<file path="src/rtl/pap_pkg.sv">
// Shared types and constants of the polynomial audio predictor.
// Used by pap_hist_mem, pap_predict and the top level; no dependencies.
`default_nettype none

package pap_pkg;

  localparam int unsigned SAMPLE_W   = 16;
  localparam int unsigned ORDER_W    = 2;
  localparam int unsigned SHIFT_W    = 4;
  localparam int unsigned CFG_IDX_W  = 2;
  localparam int unsigned CFG_DATA_W = 4;

  // Configuration register indexes.
  localparam logic [CFG_IDX_W-1:0] REG_DIRECTION = 2'd0;
  localparam logic [CFG_IDX_W-1:0] REG_ORDER     = 2'd1;
  localparam logic [CFG_IDX_W-1:0] REG_SHIFT     = 2'd2;

  // Direction codes.
  localparam logic DIR_ENCODE = 1'b0;
  localparam logic DIR_DECODE = 1'b1;

  localparam logic [ORDER_W-1:0] ORDER_RESET = 2'd1;
  localparam logic [ORDER_W-1:0] WARM_MAX    = 2'd3;

  typedef struct packed {
    logic               direction;
    logic [ORDER_W-1:0] order;
    logic [SHIFT_W-1:0] shift;
  } cfg_t;

  // One channel's state: warm-up count and the last three reconstructions.
  typedef struct packed {
    logic [ORDER_W-1:0]  warm;
    logic [SAMPLE_W-1:0] h0;
    logic [SAMPLE_W-1:0] h1;
    logic [SAMPLE_W-1:0] h2;
  } hist_entry_t;

endpackage

`default_nettype wire

</file>
<file path="src/rtl/pap_hist_mem.sv">
// Per-channel history memory: one write port, one registered read port.
// Depends on pap_pkg for the entry type.
`default_nettype none

module pap_hist_mem #(
  parameter int unsigned DEPTH = 2,
  parameter int unsigned AW    = 1
) (
  input  wire                        clk_i,
  input  wire                        rd_en_i,
  input  wire  [AW-1:0]              rd_addr_i,
  output pap_pkg::hist_entry_t       rd_data_o,
  input  wire                        wr_en_i,
  input  wire  [AW-1:0]              wr_addr_i,
  input  wire  pap_pkg::hist_entry_t wr_data_i
);

  pap_pkg::hist_entry_t mem_q [DEPTH];
  pap_pkg::hist_entry_t rd_data_q;

  // Read returns the old contents when the same entry is written in that cycle.
  always_ff @(posedge clk_i) begin
    if (wr_en_i) begin
      mem_q[wr_addr_i] <= wr_data_i;
    end
    if (rd_en_i) begin
      rd_data_q <= mem_q[rd_addr_i];
    end
  end

  assign rd_data_o = rd_data_q;

endmodule

`default_nettype wire

</file>
<file path="src/rtl/pap_predict.sv">
// Prediction, residual quantization and reconstruction for one word.
// Depends on pap_pkg for the configuration and entry types.
`default_nettype none

module pap_predict (
  input  wire  pap_pkg::cfg_t                cfg_i,
  input  wire  pap_pkg::hist_entry_t         entry_i,
  input  wire  [pap_pkg::SAMPLE_W-1:0]       value_i,
  output logic [pap_pkg::SAMPLE_W-1:0]       result_o,
  output pap_pkg::hist_entry_t               entry_o
);

  logic [pap_pkg::SAMPLE_W-1:0] a, b, c;
  logic [pap_pkg::SAMPLE_W-1:0] p2, p3, pred;
  logic                         use_pred;
  logic signed [pap_pkg::SAMPLE_W:0] diff, diff_sh;
  logic [pap_pkg::SAMPLE_W-1:0] resid, recon;

  always_comb begin
    a = entry_i.h0;
    b = entry_i.h1;
    c = entry_i.h2;
    p2 = (a << 1) - b;
    p3 = (a << 1) + a - (b << 1) - b + c;
    use_pred = (cfg_i.order != '0) && (entry_i.warm >= cfg_i.order);
    pred = '0;
    if (use_pred) begin
      case (cfg_i.order)
        2'd1:    pred = a;
        2'd2:    pred = p2;
        default: pred = p3;
      endcase
    end

    // Full-width difference, then arithmetic shift and wrap to 16 bits.
    diff    = $signed({value_i[pap_pkg::SAMPLE_W-1], value_i})
            - $signed({pred[pap_pkg::SAMPLE_W-1], pred});
    diff_sh = diff >>> cfg_i.shift;

    if (cfg_i.direction == pap_pkg::DIR_ENCODE) begin
      resid    = diff_sh[pap_pkg::SAMPLE_W-1:0];
      recon    = (resid << cfg_i.shift) + pred;
      result_o = resid;
    end else begin
      resid    = value_i;
      recon    = (value_i << cfg_i.shift) + pred;
      result_o = recon;
    end

    entry_o.h0   = recon;
    entry_o.h1   = a;
    entry_o.h2   = b;
    entry_o.warm = (entry_i.warm == pap_pkg::WARM_MAX) ? pap_pkg::WARM_MAX
                                                       : entry_i.warm + 2'd1;
  end

endmodule

`default_nettype wire

</file>
<file path="src/rtl/polynomial_audio_predictor_unit.sv">
// Polynomial audio predictor: per-channel fixed predictor of order 0 to 3.
// Input words carry a sample (encode) or a quantized residual (decode), the
// channel and a restart flag; every input word yields one output word with
// the residual (encode) or the reconstructed sample (decode) and the channel.
// Both channels use valid/stall: a word moves on a rising edge with valid high
// and stall low. Configuration is a plain write port (index 0 direction,
// 1 predictor order, 2 quantization shift), written while the block is idle.
// An accepted word passes through the work stage into the output register;
// one word per cycle is sustained while the receiver does not stall. The
// channel history sits in a memory with a registered read; the entry
// is read when a word is accepted and written back one stage later, and a
// same-channel write in that cycle is forwarded.
// Restart and reset clear per-channel valid flags at once, so an invalid entry
// reads as all zero; no clearing pass is needed.
// When the receiver stalls, the output register holds its word and the
// input side stalls only once the work stage is also full.
// Reset: registers return to encode, order 1, shift 0, with empty history.
`default_nettype none

module polynomial_audio_predictor_unit #(
  parameter int unsigned CHANNELS = 2
) (
  input  wire                                 clk_i,
  input  wire                                 rst_ni,
  input  wire                                 cfg_we_i,
  input  wire  [pap_pkg::CFG_IDX_W-1:0]       cfg_idx_i,
  input  wire  [pap_pkg::CFG_DATA_W-1:0]      cfg_data_i,
  input  wire                                 in_valid_i,
  output logic                                in_stall_o,
  input  wire  [pap_pkg::SAMPLE_W-1:0]        sample_value_i,
  input  wire                                 channel_i,
  input  wire                                 restart_i,
  output logic                                out_valid_o,
  input  wire                                 out_stall_i,
  output logic [pap_pkg::SAMPLE_W-1:0]        result_value_o,
  output logic                                result_channel_o
);

  localparam int unsigned CH_W = (CHANNELS > 1) ? $clog2(CHANNELS) : 1;

  // Configuration registers.
  pap_pkg::cfg_t cfg_q;

  always_ff @(posedge clk_i or negedge rst_ni) begin
    if (!rst_ni) begin
      cfg_q.direction <= pap_pkg::DIR_ENCODE;
      cfg_q.order     <= pap_pkg::ORDER_RESET;
      cfg_q.shift     <= '0;
    end else if (cfg_we_i) begin
      unique case (cfg_idx_i)
        pap_pkg::REG_DIRECTION: cfg_q.direction <= cfg_data_i[0];
        pap_pkg::REG_ORDER:     cfg_q.order     <= cfg_data_i[pap_pkg::ORDER_W-1:0];
        pap_pkg::REG_SHIFT:     cfg_q.shift     <= cfg_data_i[pap_pkg::SHIFT_W-1:0];
        default: ;
      endcase
    end
  end

  // The channel field maps onto a memory entry modulo CHANNELS.
  logic [CH_W-1:0] in_ch;
  assign in_ch = (CHANNELS == 1) ? '0 : CH_W'(channel_i);

  // Work stage: holds the word whose history entry is being read.
  logic                         s1_valid_q;
  logic [pap_pkg::SAMPLE_W-1:0] s1_value_q;
  logic                         s1_chf_q;
  logic [CH_W-1:0]              s1_ch_q;
  logic                         s1_restart_q;
  logic                         s1_adv;
  logic                         in_acc;

  logic                         out_valid_q;

  assign s1_adv     = s1_valid_q && (!out_valid_q || !out_stall_i);
  assign in_stall_o = s1_valid_q && !s1_adv;
  assign in_acc     = in_valid_i && !in_stall_o;

  always_ff @(posedge clk_i or negedge rst_ni) begin
    if (!rst_ni) begin
      s1_valid_q <= 1'b0;
    end else if (in_acc) begin
      s1_valid_q <= 1'b1;
    end else if (s1_adv) begin
      s1_valid_q <= 1'b0;
    end
  end

  always_ff @(posedge clk_i) begin
    if (in_acc) begin
      s1_value_q   <= sample_value_i;
      s1_chf_q     <= channel_i;
      s1_ch_q      <= in_ch;
      s1_restart_q <= restart_i;
    end
  end

  // History memory and its per-entry valid flags.
  pap_pkg::hist_entry_t rd_entry;
  pap_pkg::hist_entry_t wr_entry;
  pap_pkg::hist_entry_t cur_entry;
  logic [CHANNELS-1:0]  ent_valid_q;
  logic [CHANNELS-1:0]  ent_valid_d;

  pap_hist_mem #(
    .DEPTH (CHANNELS),
    .AW    (CH_W)
  ) u_hist_mem (
    .clk_i     (clk_i),
    .rd_en_i   (in_acc),
    .rd_addr_i (in_ch),
    .rd_data_o (rd_entry),
    .wr_en_i   (s1_adv),
    .wr_addr_i (s1_ch_q),
    .wr_data_i (wr_entry)
  );

  // A write-back landing on the same edge as the read is missed by the
  // memory read, so capture it for the following word.
  logic                 fwd_q;
  pap_pkg::hist_entry_t fwd_entry_q;

  always_ff @(posedge clk_i or negedge rst_ni) begin
    if (!rst_ni) begin
      fwd_q <= 1'b0;
    end else if (in_acc) begin
      fwd_q <= s1_adv && (s1_ch_q == in_ch);
    end
  end

  always_ff @(posedge clk_i) begin
    if (in_acc) begin
      fwd_entry_q <= wr_entry;
    end
  end

  // Restart drops every channel's history before this word is processed.
  always_comb begin
    ent_valid_d = s1_restart_q ? '0 : ent_valid_q;
    ent_valid_d[s1_ch_q] = 1'b1;
  end

  always_ff @(posedge clk_i or negedge rst_ni) begin
    if (!rst_ni) begin
      ent_valid_q <= '0;
    end else if (s1_adv) begin
      ent_valid_q <= ent_valid_d;
    end
  end

  always_comb begin
    if (s1_restart_q) begin
      cur_entry = '0;
    end else if (fwd_q) begin
      cur_entry = fwd_entry_q;
    end else if (ent_valid_q[s1_ch_q]) begin
      cur_entry = rd_entry;
    end else begin
      cur_entry = '0;
    end
  end

  logic [pap_pkg::SAMPLE_W-1:0] s1_result;

  pap_predict u_predict (
    .cfg_i    (cfg_q),
    .entry_i  (cur_entry),
    .value_i  (s1_value_q),
    .result_o (s1_result),
    .entry_o  (wr_entry)
  );

  // Output register.
  always_ff @(posedge clk_i or negedge rst_ni) begin
    if (!rst_ni) begin
      out_valid_q <= 1'b0;
    end else if (s1_adv) begin
      out_valid_q <= 1'b1;
    end else if (!out_stall_i) begin
      out_valid_q <= 1'b0;
    end
  end

  always_ff @(posedge clk_i) begin
    if (s1_adv) begin
      result_value_o   <= s1_result;
      result_channel_o <= s1_chf_q;
    end
  end

  assign out_valid_o = out_valid_q;

endmodule

`default_nettype wire

</file>
<file path="config.mk">
export PLATFORM = sky130hd
export DESIGN_NAME = polynomial_audio_predictor_unit
export DESIGN_NICKNAME = d
export VERILOG_FILES = /design/src/rtl/pap_pkg.sv /design/src/rtl/pap_hist_mem.sv /design/src/rtl/pap_predict.sv /design/src/rtl/polynomial_audio_predictor_unit.sv
export SDC_FILE = /design/constraint.sdc
export NUM_CORES = 1
export LEC_CHECK = 0
export BUFFER_PORTS_ARGS = -buffer_cell sky130_fd_sc_hd__buf_2
export CAP_MARGIN = 25
export CORE_MARGIN = 3
export CORE_UTILIZATION = 50
export CTS_CLUSTER_SIZE = 28
export DETAILED_ROUTE_END_ITERATION = 16
export HOLD_SLACK_MARGIN = 0.02
export PLACE_DENSITY = 0.67
export SYNTH_ARGS = -nofsm -noshare
export SYNTH_HDL_FRONTEND = slang
export SYNTH_SLANG_ARGS = --single-unit
export TNS_END_PERCENT = 5
</file>
<file path="constraint.sdc">
create_clock -name clk_i -period 11.31 [get_ports clk_i]
set_input_delay 0 -clock clk_i [delete_from_list [all_inputs] [get_ports clk_i]]
set_output_delay 0 -clock clk_i [all_outputs]
set_load 0.1 [all_outputs]
</file>
==> results.yml <==
worst_setup_path:
  critPathRequiredTime_ns: 11.61
  timing.rr.start: "ent_valid_q[1]"
  slowest_delay_ns: 0.67
  cp.arrival_ns: 11.07
  ff2ff_setup_slack_ns: 0.54
  cp_max_fo: 11
  crit_start: "ent_valid_q[1]"
  crit_type: "reg2reg"
  cp-end-kind: "flop"
  critical_path.slowest_cell: "a2111oi_0"
  worstReg2RegEnd: "u_hist_mem.mem_q[1][46]"
  crit_top_cell: "inv_1"
  start_kind: "flop"
  reg2regPathDepth: 48
clock_network:
  cts_max_path_buffers: 3
  clockRootBuffer: "clkbuf_16"
  cts_max_level: 1
  cts.sink_count: 247
  clk_pin_slew_ns: 0.07
  cts_tree: "done"
  insertion_delay_ns: 0.57
  numCtsBuffers: 27
floorplanning:
  die_w_um: 189
  coreArea_um2: 32800
  num_io_pins: 48
  dieHeight_um: 189
  row_count: 66
  initial_core_util: 0.511
  die_area_um2: 35700
yosys:
  synth_top_area_cell: "edfxtp_1"
  synth.avg_cell_area_um2: 10.8
  yosys_most_used_dff: "edfxtp_1"
  yosysSeqAreaShare: 0.439
  syn_nets: 1707
  async_reset_ff_frac: 0.0486
  synth_common_cells: "edfxtp_1 (235), inv_1 (154), nand2_1 (118)"
  yosysWarnings: 0
  synth_area_um2: 16800
  synth_edf_count: 235
  synth_most_common_cell: "edfxtp_1"
  netlist_instances: 1549
  synth.top_cell.area_share: 0.421
  ys_types: 94
  synth_area_leaders: "edfxtp_1 (42%), ha_1 (6.1%), fa_1 (5.6%)"
  synth.ff_latch_count: 247
power:
  power_mw: 5.94
  p_leak_nw: 7.80
  p_per_area_nw_per_um2: 311
  ir_worst_vdd_uv: 205
timing:
  timing.fmax_ghz: 0.0929
  worst-slew-pin-transition_ns: 0.914
  finalCritPeriodShare: 0.952
  period_needed_ns: 10.77
  finalClockSkew_ns: 0.0158
  final_max_slew_viol_count: 0
  setup_viol: 0
  hold_slack_ns: 0.143
  tns_ns: 0
  fin_ws_ns: 0.541
  finalHoldViolations: 0
  relSlewSlack: 0.384
final_layout:
  area_growth_pct: 13.9
  drive_gt1_frac: 0.190
  post-route-util: 0.582
  final_area_um2: 19100
  nNetsFinal: 1822
  antennaDiodeCount: 0
  layoutNonFillerInstCount: 2127
route:
  dr_total_vias: 12428
  wl_per_cell_um: 21.2
  dr.first_iter.drc_count: 885
  drc: 0
  drt-total-wl_um: 45100
  drt.antenna.violating_nets: 0
  detail_route.first_pass.iterations: 7
  vias_per_cell: 5.84
job:
  cap_violations: 0
global_route:
  grt_antenna_before_repair: 0
  grt_overflow: 0
  grt_usage: 0.254
  grt_max_degree: 65
  grt_pass1_vias: 12706
  grt_pass1_wl_um: 71800
place:
  place_ws_ns: 0.411
  io_buffers: 47
  dp_cells: 2040
  post_dp_cell_area_um2: 17700
  routabilityCongestion: 0.961
  hpwl_um: 33200
status:
  status: "finished clean"
hold_path:
  worstHoldEndpoint: "s1_value_q[13]"
  min_path_cells: 2
  worstHoldStart: "sample_value_i[13]"
  worstHoldPathType: "in2reg"
area by class of cell:
| class | instances | area (µm²) |
|---|---|---|
| fillers | 2789 | 13700 |
| multi-input cells | 1075 | 8510 |
| flip-flops and latches | 247 | 7360 |
| repair buffers | 158 | 1190 |
| clock buffers | 32 | 714 |
| inverters | 155 | 582 |
| well taps | 442 | 553 |
| clock inverters | 18 | 185 |
critical path, delay by kind of cell (launching register included):
| kind | cells | cell delay (ns) |
|---|---|---|
| and+or+nand+nor | 9 | 1.05 |
| DFF | 1 | 0.43 |
| xor gates and xnor gates | 3 | 0.38 |
| adders and majority gates | 7 | 2.90 |
| buffers and inverters | 9 | 0.99 |
| AOI/OAI and AO/OA | 18 | 4.11 |
| muxes | 2 | 0.66 |
layout by cell type (no fill, tap or decap), types with 14 or more instances in the layout:
master / count
fa_1: 47
a21oi_1: 72
a22oi_1: 54
ha_1: 82
nand3_1: 24
or2_2: 33
o21ai_0: 61
xor2_1: 26
nand2_1: 118
nor2b_1: 19
inv_1: 154
nor2_1: 109
buf_4: 74
dlygate4sd3_1: 35
a211oi_1: 22
nor3_1: 27
xnor2_1: 39
edfxtp_1: 235
buf_2: 47
nand2b_1: 14
clkbuf_16: 27
mux2_2: 63
mux2i_1: 27
a21o_1: 21
where the power goes:
part           total [mW]  switching, mW  internal (mW)
Clock               0.895          0.373          0.522
Combinational        3.71           2.25           1.46
Sequential           1.33         0.0560           1.27
cells by family (layout without fill, tap and decap cells):
kind of cell,after synthesis,after routing,share of synthesized area
AND/OR/NAND/NOR,398,398,0.113
AO/OA/AOI/OAI,379,379,0.162
flip-flops,247,247,0.439
buffers and inverters,227,363,0.0579
adder cells (fa/ha/maj),129,129,0.117
multiplexers,103,103,0.0764
XOR/XNOR,66,66,0.0345
what timing repair did:
item	4_1_cts	5_1_grt
hold endpoints to repair	39	0
hold buffers	35	0
endpoints found under the setup margin	0	21
resized for setup	0	13
buffers inserted	0	1
flip-flops by register name, summed over array words and instances, names as in the netlist, 2 cells and up:
name / flops
result_value_o: 16
u_hist_mem.mem_q: 100
s1_value_q: 16
ent_valid_q: 2
u_hist_mem.rd_data_o: 50
cfg_q: 7
fwd_entry_q: 50
routing by layer:
layer	track usage	wire, µm
met5	0	0
met4	0.0871	1830
met3	0.0274	1700
met2	0.444	22400
met1	0.330	19200
worst max-delay path by stage:
stage,end,slack (ns),depth (start not counted)
floorplan,fwd_entry_q[47],0.65,48
CTS,u_hist_mem.mem_q[0][47],0.37,47
detailed placement,u_hist_mem.mem_q[0][47],0.41,46
global route,fwd_entry_q[44],-0.04,50
finish,u_hist_mem.mem_q[1][46],0.54,48
global placement,fwd_entry_q[47],0.63,46
Power figures use the tool's default switching activity.
